## src/rtl/assert_macros.svh

```systemverilog
// Assertion helpers shared by the RTL files
`ifndef ASSERT_MACROS_SVH
`define ASSERT_MACROS_SVH

// Property holds at every sampled edge out of reset
`define ASSERT_HOLDS(lbl, clk, rst_n, prop, msg) \
    lbl: assert property (@(posedge clk) disable iff (!rst_n) (prop)) \
        else $error(msg);

// Consequent holds in the same cycle as the antecedent
`define ASSERT_IMPLIES(lbl, clk, rst_n, ante, cons, msg) \
    lbl: assert property (@(posedge clk) disable iff (!rst_n) (ante) |-> (cons)) \
        else $error(msg);

// Consequent holds in the cycle after the antecedent
`define ASSERT_NEXT(lbl, clk, rst_n, ante, cons, msg) \
    lbl: assert property (@(posedge clk) disable iff (!rst_n) (ante) |=> (cons)) \
        else $error(msg);

`endif

```

## src/rtl/tlp_pkg.sv

```systemverilog
`timescale 1ns / 1ps

package tlp_pkg;

    localparam int COUNT_WIDTH_DEFAULT = 16;
    localparam int CFG_DATA_W          = 16;
    localparam int CFG_INDEX_W         = 3;
    localparam int LEN_W               = 16;
    localparam int REP_W               = 4;
    localparam int LAMP_W              = 6;

    localparam int LAMP_CG = 0;
    localparam int LAMP_CY = 1;
    localparam int LAMP_CR = 2;
    localparam int LAMP_PG = 3;
    localparam int LAMP_PY = 4;
    localparam int LAMP_PR = 5;

    localparam logic [CFG_INDEX_W-1:0] CFG_STEADY_HOLD  = 3'd0;
    localparam logic [CFG_INDEX_W-1:0] CFG_CAR_YEL_ON   = 3'd1;
    localparam logic [CFG_INDEX_W-1:0] CFG_CAR_YEL_OFF  = 3'd2;
    localparam logic [CFG_INDEX_W-1:0] CFG_PED_YEL_ON   = 3'd3;
    localparam logic [CFG_INDEX_W-1:0] CFG_PED_YEL_OFF  = 3'd4;
    localparam logic [CFG_INDEX_W-1:0] CFG_BLINK_REPS   = 3'd5;
    localparam logic [CFG_INDEX_W-1:0] CFG_WALK         = 3'd6;

    typedef enum logic [2:0] {
        PH_GREEN        = 3'd0,
        PH_YELLOW       = 3'd1,
        PH_RED          = 3'd2,
        PH_JOINT_YELLOW = 3'd3,
        PH_WALK         = 3'd4,
        PH_WALK_END     = 3'd5
    } phase_t;

    typedef enum logic [1:0] {
        PREV_GREEN = 2'd0,
        PREV_NONE  = 2'd1,
        PREV_RED   = 2'd2
    } prev_steady_t;

    typedef enum logic [1:0] {
        STEP_ON_FIRST = 2'd0,
        STEP_OFF      = 2'd1,
        STEP_ON_LAST  = 2'd2
    } blink_step_t;

    typedef struct packed {
        logic [LEN_W-1:0] steady_hold;
        logic [LEN_W-1:0] car_on;
        logic [LEN_W-1:0] car_off;
        logic [LEN_W-1:0] ped_on;
        logic [LEN_W-1:0] ped_off;
        logic [REP_W-1:0] repeats;
        logic [LEN_W-1:0] walk;
    } cfg_t;

    localparam cfg_t CFG_RESET = '{
        steady_hold: 16'd3400,
        car_on:      16'd380,
        car_off:     16'd180,
        ped_on:      16'd390,
        ped_off:     16'd190,
        repeats:     4'd5,
        walk:        16'd5000
    };

    typedef struct packed {
        phase_t            phase;
        prev_steady_t      prev_steady;
        logic              ped_request;
        logic [REP_W-1:0]  repeat_count;
        blink_step_t       blink_step;
        logic [LAMP_W-1:0] lamps;
    } ctrl_state_t;

    localparam ctrl_state_t STATE_RESET = '{
        phase:        PH_GREEN,
        prev_steady:  PREV_NONE,
        ped_request:  1'b0,
        repeat_count: '0,
        blink_step:   STEP_ON_FIRST,
        lamps:        '0
    };

    typedef struct packed {
        logic       car_green;
        logic       car_yellow;
        logic       car_red;
        logic       ped_green;
        logic       ped_yellow;
        logic       ped_red;
        logic [2:0] phase_code;
    } result_t;

endpackage

```

## src/rtl/tlp_if.sv

```systemverilog
`timescale 1ns / 1ps

interface tlp_in_if;
    logic valid;
    logic ready;
    logic button_press;

    modport source (output valid, output button_press, input ready);
    modport sink   (input valid, input button_press, output ready);
endinterface

interface tlp_out_if;
    logic       valid;
    logic       ready;
    logic       car_green;
    logic       car_yellow;
    logic       car_red;
    logic       ped_green;
    logic       ped_yellow;
    logic       ped_red;
    logic [2:0] phase_code;

    modport source (
        output valid, output car_green, output car_yellow, output car_red,
        output ped_green, output ped_yellow, output ped_red, output phase_code,
        input ready
    );
    modport sink (
        input valid, input car_green, input car_yellow, input car_red,
        input ped_green, input ped_yellow, input ped_red, input phase_code,
        output ready
    );
endinterface

```

## src/rtl/tlp_step.sv

```systemverilog
`timescale 1ns / 1ps

module tlp_step #(
    parameter int COUNT_WIDTH = tlp_pkg::COUNT_WIDTH_DEFAULT
) (
    input  tlp_pkg::ctrl_state_t   cur,
    input  logic [COUNT_WIDTH-1:0] tick_cur,
    input  tlp_pkg::cfg_t          cfg,
    input  logic                   button_press,
    output tlp_pkg::ctrl_state_t   nxt,
    output logic [COUNT_WIDTH-1:0] tick_nxt,
    output tlp_pkg::result_t       res
);
    import tlp_pkg::*;

    localparam int CMP_W = (COUNT_WIDTH > LEN_W) ? COUNT_WIDTH : LEN_W;
    localparam logic [CMP_W-1:0] CMAX = CMP_W'((64'd1 << COUNT_WIDTH) - 64'd1);

    logic [LEN_W-1:0]       len_sel;
    logic [CMP_W-1:0]       lim;
    logic [COUNT_WIDTH-1:0] tick_inc;
    logic                   seg_done;
    logic [REP_W-1:0]       rep_need;

    always_comb
    begin
        unique case (cur.phase)
            PH_GREEN, PH_RED:
                len_sel = cfg.steady_hold;
            PH_YELLOW:
                len_sel = (cur.blink_step == STEP_OFF) ? cfg.car_off : cfg.car_on;
            PH_JOINT_YELLOW, PH_WALK_END:
                len_sel = (cur.blink_step == STEP_OFF) ? cfg.ped_off : cfg.ped_on;
            PH_WALK:
                len_sel = cfg.walk;
            default:
                len_sel = cfg.steady_hold;
        endcase
    end

    always_comb
    begin
        lim = CMP_W'(len_sel);
        if (lim == '0)
        begin
            lim = CMP_W'(1);
        end
        if (lim > CMAX)
        begin
            lim = CMAX;
        end
        tick_inc = tick_cur + COUNT_WIDTH'(1);
        seg_done = CMP_W'(tick_inc) >= lim;
        rep_need = (cfg.repeats == '0) ? REP_W'(1) : cfg.repeats;
    end

    always_comb
    begin
        ctrl_state_t st;
        logic [COUNT_WIDTH-1:0] tk;
        logic rep_end;
        logic reps_done;

        st        = cur;
        tk        = tick_cur;
        rep_end   = 1'b0;
        reps_done = 1'b0;

        if ((cur.phase == PH_GREEN || cur.phase == PH_YELLOW || cur.phase == PH_RED)
            && button_press)
        begin
            st.ped_request = 1'b1;
        end

        // lamps shown during this tick
        unique case (cur.phase)
            PH_GREEN:
            begin
                st.lamps[LAMP_PG] = 1'b0;
                st.lamps[LAMP_PY] = 1'b0;
                st.lamps[LAMP_CY] = 1'b0;
                st.lamps[LAMP_CR] = 1'b0;
                st.lamps[LAMP_CG] = 1'b1;
            end
            PH_YELLOW:
            begin
                st.lamps[LAMP_PG] = 1'b0;
                st.lamps[LAMP_PY] = 1'b0;
                st.lamps[LAMP_CY] = (cur.blink_step != STEP_OFF);
            end
            PH_RED:
            begin
                st.lamps[LAMP_PG] = 1'b0;
                st.lamps[LAMP_PY] = 1'b0;
                st.lamps[LAMP_CG] = 1'b0;
                st.lamps[LAMP_CY] = 1'b0;
                st.lamps[LAMP_CR] = 1'b1;
            end
            PH_JOINT_YELLOW:
            begin
                st.lamps[LAMP_PG] = 1'b0;
                st.lamps[LAMP_PR] = 1'b1;
                st.lamps[LAMP_CY] = (cur.blink_step != STEP_OFF);
                st.lamps[LAMP_PY] = (cur.blink_step != STEP_OFF);
            end
            PH_WALK:
            begin
                st.lamps[LAMP_PY] = 1'b0;
                st.lamps[LAMP_PR] = 1'b0;
                st.lamps[LAMP_CG] = 1'b0;
                st.lamps[LAMP_CY] = 1'b0;
                st.lamps[LAMP_PG] = 1'b1;
                st.lamps[LAMP_CR] = 1'b1;
            end
            PH_WALK_END:
            begin
                st.lamps[LAMP_CR] = 1'b0;
                st.lamps[LAMP_CY] = (cur.blink_step != STEP_OFF);
                st.lamps[LAMP_PY] = (cur.blink_step != STEP_OFF);
            end
            default:
            begin
                st.lamps = cur.lamps;
            end
        endcase

        res.car_green  = st.lamps[LAMP_CG];
        res.car_yellow = st.lamps[LAMP_CY];
        res.car_red    = st.lamps[LAMP_CR];
        res.ped_green  = st.lamps[LAMP_PG];
        res.ped_yellow = st.lamps[LAMP_PY];
        res.ped_red    = st.lamps[LAMP_PR];
        res.phase_code = cur.phase;

        // segment counter, shared by all timed phases
        if (cur.phase == PH_GREEN || cur.phase == PH_YELLOW || cur.phase == PH_RED
            || cur.phase == PH_JOINT_YELLOW || cur.phase == PH_WALK
            || cur.phase == PH_WALK_END)
        begin
            tk = seg_done ? '0 : tick_inc;
        end

        // blink sequencing
        if ((cur.phase == PH_YELLOW || cur.phase == PH_JOINT_YELLOW
             || cur.phase == PH_WALK_END) && seg_done)
        begin
            if (cur.blink_step == STEP_ON_FIRST)
            begin
                st.blink_step = STEP_OFF;
            end
            else if (cur.blink_step == STEP_OFF)
            begin
                st.blink_step = STEP_ON_LAST;
            end
            else
            begin
                st.blink_step   = STEP_ON_FIRST;
                st.repeat_count = cur.repeat_count + REP_W'(1);
                rep_end         = 1'b1;
            end
        end
        reps_done = st.repeat_count >= rep_need;

        unique case (cur.phase)
            PH_GREEN:
            begin
                if (st.ped_request)
                begin
                    st.phase       = PH_JOINT_YELLOW;
                    st.prev_steady = PREV_NONE;
                end
                else if (seg_done)
                begin
                    st.phase       = PH_YELLOW;
                    st.prev_steady = PREV_GREEN;
                end
            end
            PH_YELLOW:
            begin
                if (rep_end && (st.ped_request || reps_done))
                begin
                    st.lamps[LAMP_CY] = 1'b0;
                    st.lamps[LAMP_PY] = 1'b0;
                    if (st.ped_request)
                    begin
                        st.phase = PH_JOINT_YELLOW;
                    end
                    else
                    begin
                        st.phase = (cur.prev_steady == PREV_RED) ? PH_GREEN : PH_RED;
                    end
                    st.prev_steady = PREV_NONE;
                end
            end
            PH_RED:
            begin
                if (st.ped_request)
                begin
                    st.phase       = PH_WALK;
                    st.prev_steady = PREV_NONE;
                end
                else if (seg_done)
                begin
                    st.phase       = PH_YELLOW;
                    st.prev_steady = PREV_RED;
                end
            end
            PH_JOINT_YELLOW:
            begin
                if (rep_end && reps_done)
                begin
                    st.lamps[LAMP_CY] = 1'b0;
                    st.lamps[LAMP_PY] = 1'b0;
                    st.lamps[LAMP_CR] = 1'b1;
                    st.phase          = PH_WALK;
                    st.prev_steady    = PREV_NONE;
                end
            end
            PH_WALK:
            begin
                if (seg_done)
                begin
                    st.lamps[LAMP_CR] = 1'b0;
                    st.phase          = PH_WALK_END;
                end
            end
            PH_WALK_END:
            begin
                if (rep_end && reps_done)
                begin
                    st.lamps[LAMP_CY] = 1'b0;
                    st.lamps[LAMP_PY] = 1'b0;
                    st.lamps[LAMP_PR] = 1'b1;
                    st.ped_request    = 1'b0;
                    st.phase          = PH_GREEN;
                    st.prev_steady    = PREV_NONE;
                end
            end
            default:
            begin
                st.phase       = PH_RED;
                st.prev_steady = PREV_NONE;
            end
        endcase

        // restart counters on every phase change, and on the stray-code fallback
        if (st.phase != cur.phase || !(cur.phase == PH_GREEN || cur.phase == PH_YELLOW
            || cur.phase == PH_RED || cur.phase == PH_JOINT_YELLOW
            || cur.phase == PH_WALK || cur.phase == PH_WALK_END))
        begin
            tk              = '0;
            st.repeat_count = '0;
            st.blink_step   = STEP_ON_FIRST;
        end

        nxt      = st;
        tick_nxt = tk;
    end

endmodule

```

## src/rtl/tlp_out_buf.sv

```systemverilog
`timescale 1ns / 1ps
`include "assert_macros.svh"

module tlp_out_buf (
    input  logic             clk,
    input  logic             rst_n,
    input  logic             push_valid,
    output logic             push_ready,
    input  tlp_pkg::result_t push_data,
    output logic             pop_valid,
    input  logic             pop_ready,
    output tlp_pkg::result_t pop_data
);
    import tlp_pkg::*;

    logic    main_valid_reg;
    logic    skid_valid_reg;
    result_t main_data_reg;
    result_t skid_data_reg;
    logic    push;
    logic    pop;

    assign push_ready = !skid_valid_reg;
    assign push       = push_valid && push_ready;
    assign pop        = main_valid_reg && pop_ready;
    assign pop_valid  = main_valid_reg;
    assign pop_data   = main_data_reg;

    always_ff @(posedge clk or negedge rst_n)
    begin
        if (!rst_n)
        begin
            main_valid_reg <= 1'b0;
            skid_valid_reg <= 1'b0;
        end
        else
        begin
            if (!main_valid_reg || pop)
            begin
                main_valid_reg <= skid_valid_reg || push;
                skid_valid_reg <= 1'b0;
            end
            else if (push)
            begin
                skid_valid_reg <= 1'b1;
            end
        end
    end

    always_ff @(posedge clk)
    begin
        if (!main_valid_reg || pop)
        begin
            main_data_reg <= skid_valid_reg ? skid_data_reg : push_data;
        end
        else if (push)
        begin
            skid_data_reg <= push_data;
        end
    end

    `ASSERT_IMPLIES(a_skid_behind_main, clk, rst_n, skid_valid_reg, main_valid_reg, "skid full with main empty")
    `ASSERT_NEXT(a_stalled_beat_to_skid, clk, rst_n, push && main_valid_reg && !pop_ready, skid_valid_reg, "stalled beat lost")

endmodule

```

## src/rtl/traffic_light_ped_controller.sv

```systemverilog
`timescale 1ns / 1ps
`include "assert_macros.svh"

// Channel   Dir  Handshake      Payload
// tick_in   in   valid/ready    button_press
// lamp_out  out  valid/ready    six lamp bits, phase_code
// cfg       in   cfg_wr_en      cfg_index, cfg_data (no read-back)
//
// One tick beat per clock while tick_in is ready: the state registers update in the cycle of the beat.
// Each lamp beat is registered in a two-entry output buffer, in the skid entry if lamp_out stalls.
// A stalled lamp_out keeps tick_in ready for one more beat, then holds it off.
// Reset: phase green, no request, all lamps off, registers at their defaults.

module traffic_light_ped_controller #(
    parameter int COUNT_WIDTH = tlp_pkg::COUNT_WIDTH_DEFAULT
) (
    input  logic                            clk,
    input  logic                            rst_n,
    tlp_in_if.sink                          tick_in,
    tlp_out_if.source                       lamp_out,
    input  logic                            cfg_wr_en,
    input  logic [tlp_pkg::CFG_INDEX_W-1:0] cfg_index,
    input  logic [tlp_pkg::CFG_DATA_W-1:0]  cfg_data
);
    import tlp_pkg::*;

    cfg_t                   cfg_reg;
    ctrl_state_t            state_reg;
    ctrl_state_t            state_next;
    logic [COUNT_WIDTH-1:0] tick_reg;
    logic [COUNT_WIDTH-1:0] tick_next;
    result_t                step_res;
    result_t                out_res;
    logic                   tick_ready;
    logic                   tick_acc;

    assign tick_in.ready = tick_ready;
    assign tick_acc      = tick_in.valid && tick_ready;

    always_ff @(posedge clk or negedge rst_n)
    begin
        if (!rst_n)
        begin
            cfg_reg <= CFG_RESET;
        end
        else if (cfg_wr_en)
        begin
            unique case (cfg_index)
                CFG_STEADY_HOLD: cfg_reg.steady_hold <= cfg_data;
                CFG_CAR_YEL_ON:  cfg_reg.car_on      <= cfg_data;
                CFG_CAR_YEL_OFF: cfg_reg.car_off     <= cfg_data;
                CFG_PED_YEL_ON:  cfg_reg.ped_on      <= cfg_data;
                CFG_PED_YEL_OFF: cfg_reg.ped_off     <= cfg_data;
                CFG_BLINK_REPS:  cfg_reg.repeats     <= cfg_data[REP_W-1:0];
                CFG_WALK:        cfg_reg.walk        <= cfg_data;
                default:         cfg_reg             <= cfg_reg;
            endcase
        end
    end

    tlp_step #(
        .COUNT_WIDTH (COUNT_WIDTH)
    ) u_step (
        .cur          (state_reg),
        .tick_cur     (tick_reg),
        .cfg          (cfg_reg),
        .button_press (tick_in.button_press),
        .nxt          (state_next),
        .tick_nxt     (tick_next),
        .res          (step_res)
    );

    always_ff @(posedge clk or negedge rst_n)
    begin
        if (!rst_n)
        begin
            state_reg <= STATE_RESET;
            tick_reg  <= '0;
        end
        else if (tick_acc)
        begin
            state_reg <= state_next;
            tick_reg  <= tick_next;
        end
    end

    tlp_out_buf u_out_buf (
        .clk        (clk),
        .rst_n      (rst_n),
        .push_valid (tick_in.valid),
        .push_ready (tick_ready),
        .push_data  (step_res),
        .pop_valid  (lamp_out.valid),
        .pop_ready  (lamp_out.ready),
        .pop_data   (out_res)
    );

    assign lamp_out.car_green  = out_res.car_green;
    assign lamp_out.car_yellow = out_res.car_yellow;
    assign lamp_out.car_red    = out_res.car_red;
    assign lamp_out.ped_green  = out_res.ped_green;
    assign lamp_out.ped_yellow = out_res.ped_yellow;
    assign lamp_out.ped_red    = out_res.ped_red;
    assign lamp_out.phase_code = out_res.phase_code;

    `ASSERT_IMPLIES(a_off_step_in_yellow, clk, rst_n, state_reg.blink_step == STEP_OFF, state_reg.phase == PH_YELLOW || state_reg.phase == PH_JOINT_YELLOW || state_reg.phase == PH_WALK_END, "off step outside a yellow phase")
    `ASSERT_IMPLIES(a_ped_seq_has_request, clk, rst_n, state_reg.phase == PH_JOINT_YELLOW || state_reg.phase == PH_WALK || state_reg.phase == PH_WALK_END, state_reg.ped_request, "pedestrian sequence without request")
    `ASSERT_IMPLIES(a_request_clears_at_end, clk, rst_n, $fell(state_reg.ped_request), $past(state_reg.phase) == PH_WALK_END, "request dropped early")

endmodule
```

## src/flat_wrapper.sv

```systemverilog
// flat-port wrapper written by rule: the top's interface ports become plain ports
module traffic_light_ped_controller_flat import tlp_pkg::*;
#(
    parameter int COUNT_WIDTH = tlp_pkg::COUNT_WIDTH_DEFAULT
)
  (clk, rst_n, cfg_wr_en, cfg_index, cfg_data, tick_in_valid, tick_in_button_press, tick_in_ready, lamp_out_valid, lamp_out_car_green, lamp_out_car_yellow, lamp_out_car_red, lamp_out_ped_green, lamp_out_ped_yellow, lamp_out_ped_red, lamp_out_phase_code, lamp_out_ready);
  tlp_in_if tick_in_i ();
  tlp_out_if lamp_out_i ();
  input  logic clk;
  input  logic rst_n;
  input  logic cfg_wr_en;
  input  logic [tlp_pkg::CFG_INDEX_W-1:0] cfg_index;
  input  logic [tlp_pkg::CFG_DATA_W-1:0] cfg_data;
  input wire logic [$bits(tick_in_i.valid)-1:0] tick_in_valid;
  input wire logic [$bits(tick_in_i.button_press)-1:0] tick_in_button_press;
  output wire logic [$bits(tick_in_i.ready)-1:0] tick_in_ready;
  output wire logic [$bits(lamp_out_i.valid)-1:0] lamp_out_valid;
  output wire logic [$bits(lamp_out_i.car_green)-1:0] lamp_out_car_green;
  output wire logic [$bits(lamp_out_i.car_yellow)-1:0] lamp_out_car_yellow;
  output wire logic [$bits(lamp_out_i.car_red)-1:0] lamp_out_car_red;
  output wire logic [$bits(lamp_out_i.ped_green)-1:0] lamp_out_ped_green;
  output wire logic [$bits(lamp_out_i.ped_yellow)-1:0] lamp_out_ped_yellow;
  output wire logic [$bits(lamp_out_i.ped_red)-1:0] lamp_out_ped_red;
  output wire logic [$bits(lamp_out_i.phase_code)-1:0] lamp_out_phase_code;
  input wire logic [$bits(lamp_out_i.ready)-1:0] lamp_out_ready;
  assign tick_in_i.valid = tick_in_valid;
  assign tick_in_i.button_press = tick_in_button_press;
  assign tick_in_ready = tick_in_i.ready;
  assign lamp_out_valid = lamp_out_i.valid;
  assign lamp_out_car_green = lamp_out_i.car_green;
  assign lamp_out_car_yellow = lamp_out_i.car_yellow;
  assign lamp_out_car_red = lamp_out_i.car_red;
  assign lamp_out_ped_green = lamp_out_i.ped_green;
  assign lamp_out_ped_yellow = lamp_out_i.ped_yellow;
  assign lamp_out_ped_red = lamp_out_i.ped_red;
  assign lamp_out_phase_code = lamp_out_i.phase_code;
  assign lamp_out_i.ready = lamp_out_ready;
  traffic_light_ped_controller #(.COUNT_WIDTH(COUNT_WIDTH)) u_core (.clk(clk), .rst_n(rst_n), .tick_in(tick_in_i), .lamp_out(lamp_out_i), .cfg_wr_en(cfg_wr_en), .cfg_index(cfg_index), .cfg_data(cfg_data));
endmodule
```

## config.mk

```make
export PLATFORM = sky130hd
export DESIGN_NAME = traffic_light_ped_controller_flat
export DESIGN_NICKNAME = d
export VERILOG_FILES = /design/src/rtl/tlp_pkg.sv /design/src/rtl/tlp_if.sv /design/src/rtl/tlp_step.sv /design/src/rtl/tlp_out_buf.sv /design/src/rtl/traffic_light_ped_controller.sv /design/src/flat_wrapper.sv
export VERILOG_INCLUDE_DIRS = /design/src /design/src/rtl
export SDC_FILE = /design/constraint.sdc
export NUM_CORES = 1
export LEC_CHECK = 0
export BUFFER_PORTS_ARGS = -buffer_cell sky130_fd_sc_hd__buf_2
export CORE_UTILIZATION = 51
export CTS_CLUSTER_DIAMETER = 150
export CTS_CLUSTER_SIZE = 10
export DETAILED_ROUTE_END_ITERATION = 8
export GPL_ROUTABILITY_DRIVEN = 0
export PLACE_DENSITY = 0.72
export SLEW_MARGIN = 20
export SYNTH_ARGS = -nofsm -noshare
export SYNTH_HDL_FRONTEND = slang
export SYNTH_SLANG_ARGS = --single-unit
export TNS_END_PERCENT = 20
```

## constraint.sdc

```tcl
create_clock -name clk -period 6.3 [get_ports clk]
set_input_delay 0.315 -clock clk [delete_from_list [all_inputs] [get_ports clk]]
set_output_delay 0.315 -clock clk [all_outputs]
set_load 0.1 [all_outputs]
```

Word level (Yosys, flattened, before mapping)
Index checks and enable logic that the tools add are counted.

word-level totals
  flip-flop bits (word level) = 154
  bits of input ports = 25
  output and inout bits = 11
  logic and storage cells = 155

cells by class
  $add $sub $neg = 2
  magnitude comparators = 3
  equality and inequality tests = 20
  mux-type cells = 52
  bitwise operators = 2
  reduce and logical (&&, ||, !) cells = 46

operators with widths
  cell                                                    number
  two-way mux 16 bit                                      7
  case mux 16 bit (3 select lines)                        1
  two-way mux 5 bit                                       6
  AND reduction 2 bit                                     10
  two-way mux 6 bit                                       3
  case mux 3 bit (6 select lines)                         1
  adder 16 x 1 -> 16 bit (second input constant)          1
  greater-or-equal comparator 16 bit                      1
  > comparator 16 bit (second input constant)             1
  zero test 16 bit                                        1
  == test 3 bit (second input constant)                   5
  case mux 1 bit (2 select lines)                         7
  two-way mux 1 bit                                       13
  == test 3 x 2 -> 1 bit (second input constant)          4
  two-way mux 2 bit                                       6
  two-way mux 4 bit                                       3
  case mux 2 bit (6 select lines)                         1
  logical OR 1 bit                                        11
  two-way mux 9 bit                                       1
  inequality test 2 x 1 -> 1 bit (second input constant)  4
  OR reduction 4 bit                                      2
  AND reduction 7 bit                                     1
  == test 3 x 1 -> 1 bit (second input constant)          2
  logical AND 1 bit                                       6
  other kinds (16)                                        27

Longest topological paths before layout
  depth after elaboration = 19
  mapped depth = 31
  mapped depth without buffers = 25

By module
From an unflattened synthesis, not the netlist that was laid out.

unflattened totals
  cell total of the unflattened synthesis = 726
  area total of the unflattened synthesis = 8568.2 um^2

modules (own cells, without submodules)
  module                        instances  cells each  area each (um^2)  seq. area each (um^2)
  traffic_light_ped_controller  1          289         5232.5            3394.5
  tlp_step                      1          401         2577.5            0.0
  tlp_out_buf                   1          36          758.2             590.6

Least setup slack after synthesis
OpenSTA, ideal clock, no wires.

  kind = register to register
  from = reg u_core.state_reg[7] in the netlist's numbering
  to = reg u_core.state_reg[9] in the netlist's numbering
  arrival time = 5.627 ns
  slack = 0.551 ns
  cell stages (with the launch flop) = 29
  path buffers = 5
  path through = dfrtp_1 > clkbuf_1 > nor2b_1 > clkbuf_1 > buf_1 > buf_2 > mux2i_1 > a21oi_1 > a21oi_1 > o22ai_1 > a21oi_1 > o31ai_1 > ha_1 > nand2b_1 > a2111oi_0 > or4b_1 > and3_1 > buf_6 > nor2_8 > mux2_2 > ha_1 > nand3_1 > a21oi_1 > o21ai_0 > o31ai_1 > a21oi_1 > a22oi_1 > nor2_1 > a32o_1

on the way
  cells in the longest elaborated chain, start to end = 18
  elaborated cells between the ends (all ways) = 33
  those cells by class = order compare (3); eq/ne (2); mux (21); reduce/logical (7)

RTL lines
  item                                   RTL line                                         RTL
  start: declaration                     traffic_light_ped_controller.sv:28               ctrl_state_t state_reg;
  start signal: assignment               traffic_light_ped_controller.sv:82               state_reg <= state_next;
  == test 2 x 1 -> 1 bit                 tlp_step.sv:31, tlp_step.sv:33, tlp_step.sv:151
  two-way mux 16 bit (on tied branches)  tlp_step.sv:33, tlp_step.sv:31
  case mux 16 bit (3 select lines)       tlp_step.sv:27                                   unique case (cur.phase)
  zero test 16 bit                       tlp_step.sv:44                                   if (lim == '0)
  two-way mux 16 bit                     tlp_step.sv:44
  > comparator 16 bit                    tlp_step.sv:48                                   if (lim > CMAX)
  two-way mux 16 bit                     tlp_step.sv:48
  greater-or-equal comparator 16 bit     tlp_step.sv:53                                   seg_done = CMP_W'(tick_inc) >= lim;
  [2 not listed]                         n/a
  greater-or-equal comparator 4 bit      tlp_step.sv:162                                  reps_done = st.repeat_count >= rep_need;
  logical OR 1 bit                       tlp_step.sv:180                                  if (rep_end && (st.ped_request || reps_done))
  logical AND 1 bit                      tlp_step.sv:180
  two-way mux 5 bit                      tlp_step.sv:180
  case mux 3 bit (6 select lines)        tlp_step.sv:164                                  unique case (cur.phase)
  inequality test 3 bit                  tlp_step.sv:247                                  if (st.phase != cur.phase || !(cur.phase == PH_GREEN || cur.phase == PH_YELLOW
  logical OR 1 bit                       tlp_step.sv:247
  two-way mux 6 bit (*)                  tlp_step.sv:247

Mark *: on every way between the ends. The rest lies on a longest branch, timed or not. The select of a mux whose other input is x is not followed.
A chain may end at the register's enable or synchronous reset.

Worst setup path in the final report
  from = reg u_core.tick_reg[0]
  to = reg u_core.state_reg[9] in the netlist's numbering

on the way
  cells in the longest elaborated chain, start to end = 12
  elaborated cells between the ends (all ways) = 21
  those cells by class = add/sub (1); order compare (2); eq/ne (1); mux (12); reduce/logical (5)

RTL lines
  item                                    RTL line                            RTL
  start: declaration                      traffic_light_ped_controller.sv:30  logic [COUNT_WIDTH-1:0] tick_reg;
  start signal: assignment                traffic_light_ped_controller.sv:83  tick_reg <= tick_next;
  adder 16 x 1 -> 16 bit (*)              tlp_step.sv:52                      tick_inc = tick_cur + COUNT_WIDTH'(1);
  greater-or-equal comparator 16 bit (*)  tlp_step.sv:53
  logical AND 1 bit                       tlp_step.sv:145                     || cur.phase == PH_WALK_END) && seg_done)
  two-way mux 6 bit                       tlp_step.sv:144                     if ((cur.phase == PH_YELLOW || cur.phase == PH_JOINT_YELLOW
  greater-or-equal comparator 4 bit       tlp_step.sv:162
  logical OR 1 bit                        tlp_step.sv:180
  logical AND 1 bit                       tlp_step.sv:180
  two-way mux 5 bit                       tlp_step.sv:180
  case mux 3 bit (6 select lines)         tlp_step.sv:164
  inequality test 3 bit                   tlp_step.sv:247
  logical OR 1 bit                        tlp_step.sv:247
  two-way mux 6 bit (*)                   tlp_step.sv:247

Marked as above.

==> results.json <==
{
  "cp.arrival_ns": 6.20,
  "n_fill_cell": 1217,
  "cts_sinks": 154,
  "layout_common_cells": "108 x mux2_2, 101 x dfrtp_1, 90 x nand2_1",
  "status": "finished, violations left",
  "leakage_nw": 3.808,
  "grt_use_met1": 0.3180,
  "syn-cell-area_um2": 8003,
  "ant_nets": 0,
  "grt_usage": 0.2565,
  "relSlewSlack": 0.2508,
  "dr_total_vias": 5973,
  "timing.fmax_mhz": 169.9,
  "cts_buffer_depth": 2,
  "synth_cell_types": 61,
  "dp_hpwl_um": 12930,
  "critPathTopFamily": "simple AND/OR/NAND/NOR gates",
  "crit_chain": "ha_2, and3_1, and3_1, nand3_1, nor2_1, nand3_1, xnor2_1, ha_1, nand4_2, nor3_2, or4b_1, and3_1, nor2_8, mux2_2, ha_1, nand3_1, a21oi_1, o221ai_1, a32oi_2, nor2_1, a22oi_2, nor2_1, a32o_1",
  "die_h_um": 127.3,
  "area_delta_synth_final_pct": 14.32,
  "synth_flop_cell": "dfrtp_1",
  "chipWidth_um": 127.3,
  "finalClockSkew_ns": 0.01051,
  "wl_per_cell_um": 19.42,
  "synth-edff-count": 18,
  "dieArea_um2": 16200,
  "p_per_area_nw_per_um2": 415.5,
  "grt_pass1_vias": 6125,
  "crit_type": "register to register",
  "h-tree-depth": 4,
  "slowest_stage": "or4b_1",
  "design_area_um2": 9149,
  "grt-ovfl-total": 0,
  "cts_made_buffers": 17,
  "holdCritPathClass": "input pin to async pin",
  "yosysSeqAreaShare": 0.4980,
  "crit_buf_inv": 0,
  "placed_cell_area_um2": 8509,
  "fin_tns_setup_ns": 0,
  "multi_input_area_um2": 3916,
  "holdWs_ns": -0.002803,
  "start_util": 0.5245,
  "rsz0062_at_grt": "false",
  "clk-insertion-delay-late_ns": 0.43,
  "grt_pass1_wl_um": 31710,
  "fin_cells": 991,
  "top_usage_layer": "met2",
  "layout_commonest_cell": "mux2_2",
  "grt_max_degree": 72,
  "avgSynthCellArea_um2": 10.92,
  "crit_path_end_kind": "register",
  "cts_root_buf": "clkbuf_16",
  "layout-drive-gt1-share": 0.3308,
  "yosys_warnings": 0,
  "postCtsSetupRepairBufs": 0,
  "rows": 45,
  "numPortBuffers": 35,
  "synthTopCellsByArea": "dfrtp_1 32%, mux2_2 15%, dfstp_2 11%",
  "syn-instance-count": 733,
  "first_pass_iters": 5,
  "use_met2": 0.4243,
  "worst_pin_slew_ns": 1.118,
  "cts_tree": "yes",
  "clkTransAtPathRegs_ns": 0.06,
  "maxCapViolCount": 0,
  "coreArea_um2": 15260,
  "viasPerCell": 6.027,
  "r2r_start": "u_core.tick_reg[0]",
  "antenna_cells": 0,
  "min_period_ns": 5.887,
  "final_hold_viol_count": 2,
  "irDropWorstVdd_mv": 0.2508,
  "routed_wl_um": 19250,
  "yosysTopAreaCellShare": 0.3221,
  "rrSetupSlack_ns": 0.41,
  "worstPathRequired_ns": 6.61,
  "r2r_cells": 23,
  "reg2reg_to": "u_core.state_reg[9]",
  "nNetsFinal": 814,
  "async_flop_share": 0.8831,
  "largest_register_ff_count": 100,
  "drv_slew": 0,
  "crit_path_max_fanout": 6,
  "dp_cells": 958,
  "post-route-util": 0.5996,
  "worst_path_largest_cell_delay_ns": 0.53,
  "finalCritPeriodShare": 0.9345,
  "synth_top_area_cell": "dfrtp_1",
  "antenna_found_initial": 0,
  "cp-start-kind": "register",
  "grt_use_met3": 0.05695,
  "ff_latch_area_um2": 3988,
  "yosys_register_bits": 154,
  "ios": 36,
  "drc_errors": 0,
  "finalSetupViolations": 0,
  "synth_fp_nets": 780,
  "violations": "hold timing",
  "drt_iter0_drc": 443
}
[layer usage]
metal	vias to the layer above	wire length, um
li1	2725	-
met1	2999	8156
met2	195	9456
met3	54	1014
met4	0	619
met5	-	0
[stage by stage]
step                      power [mW]  setup slack (ns)
after floorplan                2.334            0.5513
after global placement         2.700            0.3417
after detailed placement       2.757            0.2268
after CTS                      3.745            0.1507
after global routing           4.014           0.01655
final                          3.802            0.4127
[kinds of logic after synthesis]
group,share of synthesized area
buffers and inverters,0.02626
XOR/XNOR,0.01861
AND/OR/NAND/NOR,0.1254
AO/OA/AOI/OAI,0.1188
flip-flops,0.4980
adder cells (fa/ha/maj),0.03440
multiplexers,0.1785
[synthesized netlist by cell type (2+ instances only)]
master / instances
nand2_1: 90
a32o_1: 2
a21oi_1: 51
nor2_1: 24
nor3b_1: 2
o21bai_1: 2
mux2i_1: 19
mux2_2: 108
nor4_1: 2
and3_1: 7
nand2b_1: 8
a22o_1: 4
nor2b_1: 21
xor2_1: 10
o22ai_1: 15
o21ai_1: 18
clkbuf_1: 36
nand4_1: 4
and2_1: 2
dfstp_2: 33
nor3_2: 2
buf_2: 3
o41ai_1: 2
o221ai_1: 3
o21ai_0: 26
nor3_1: 11
a31oi_1: 3
ha_1: 22
nand4b_1: 3
mux2_1: 2
buf_1: 3
o31ai_1: 5
dfrtp_1: 103
a211oi_1: 15
inv_1: 9
xnor2_1: 7
nand3_1: 14
edfxtp_1: 18
and4_1: 2
[cell type report]
cell class              instances  area share
repair buffers                 58     0.04144
flip-flops and latches        154      0.4359
clock inverters                12     0.01286
inverters                      10    0.004103
clock buffers                  20     0.04882
multi-input cells             526      0.4281
well taps                     211     0.02886
[worst max-delay path by stage]
stage / endpoint / cells past startpoint / slack [ns] / from
floorplan: u_core.state_reg[9] / 28 / 0.55 / u_core.state_reg[7]
global placement: u_core.state_reg[9] / 25 / 0.34 / u_core.state_reg[17]
detailed placement: u_core.state_reg[9] / 26 / 0.23 / u_core.state_reg[7]
CTS: u_core.state_reg[9] / 26 / 0.15 / u_core.state_reg[7]
global route: u_core.state_reg[9] / 24 / 0.02 / u_core.tick_reg[0]
finish: u_core.state_reg[9] / 23 / 0.41 / u_core.tick_reg[0]
[where the power goes]
part           switching (mW)  total (mW)  internal (mW)  leakage (nW)
sequential              0.143        1.41           1.26          1.78
clock                   0.417       0.976          0.559         0.277
combinational           0.871        1.42          0.549          1.75
total                    1.43        3.80           2.37          3.81
[what timing repair did]
item,CTS,global route
hold buffers,0,0
gates resized for setup,0,17
setup endpoints to repair,0,28
Note: power is estimated with default switching activity, not from simulation.
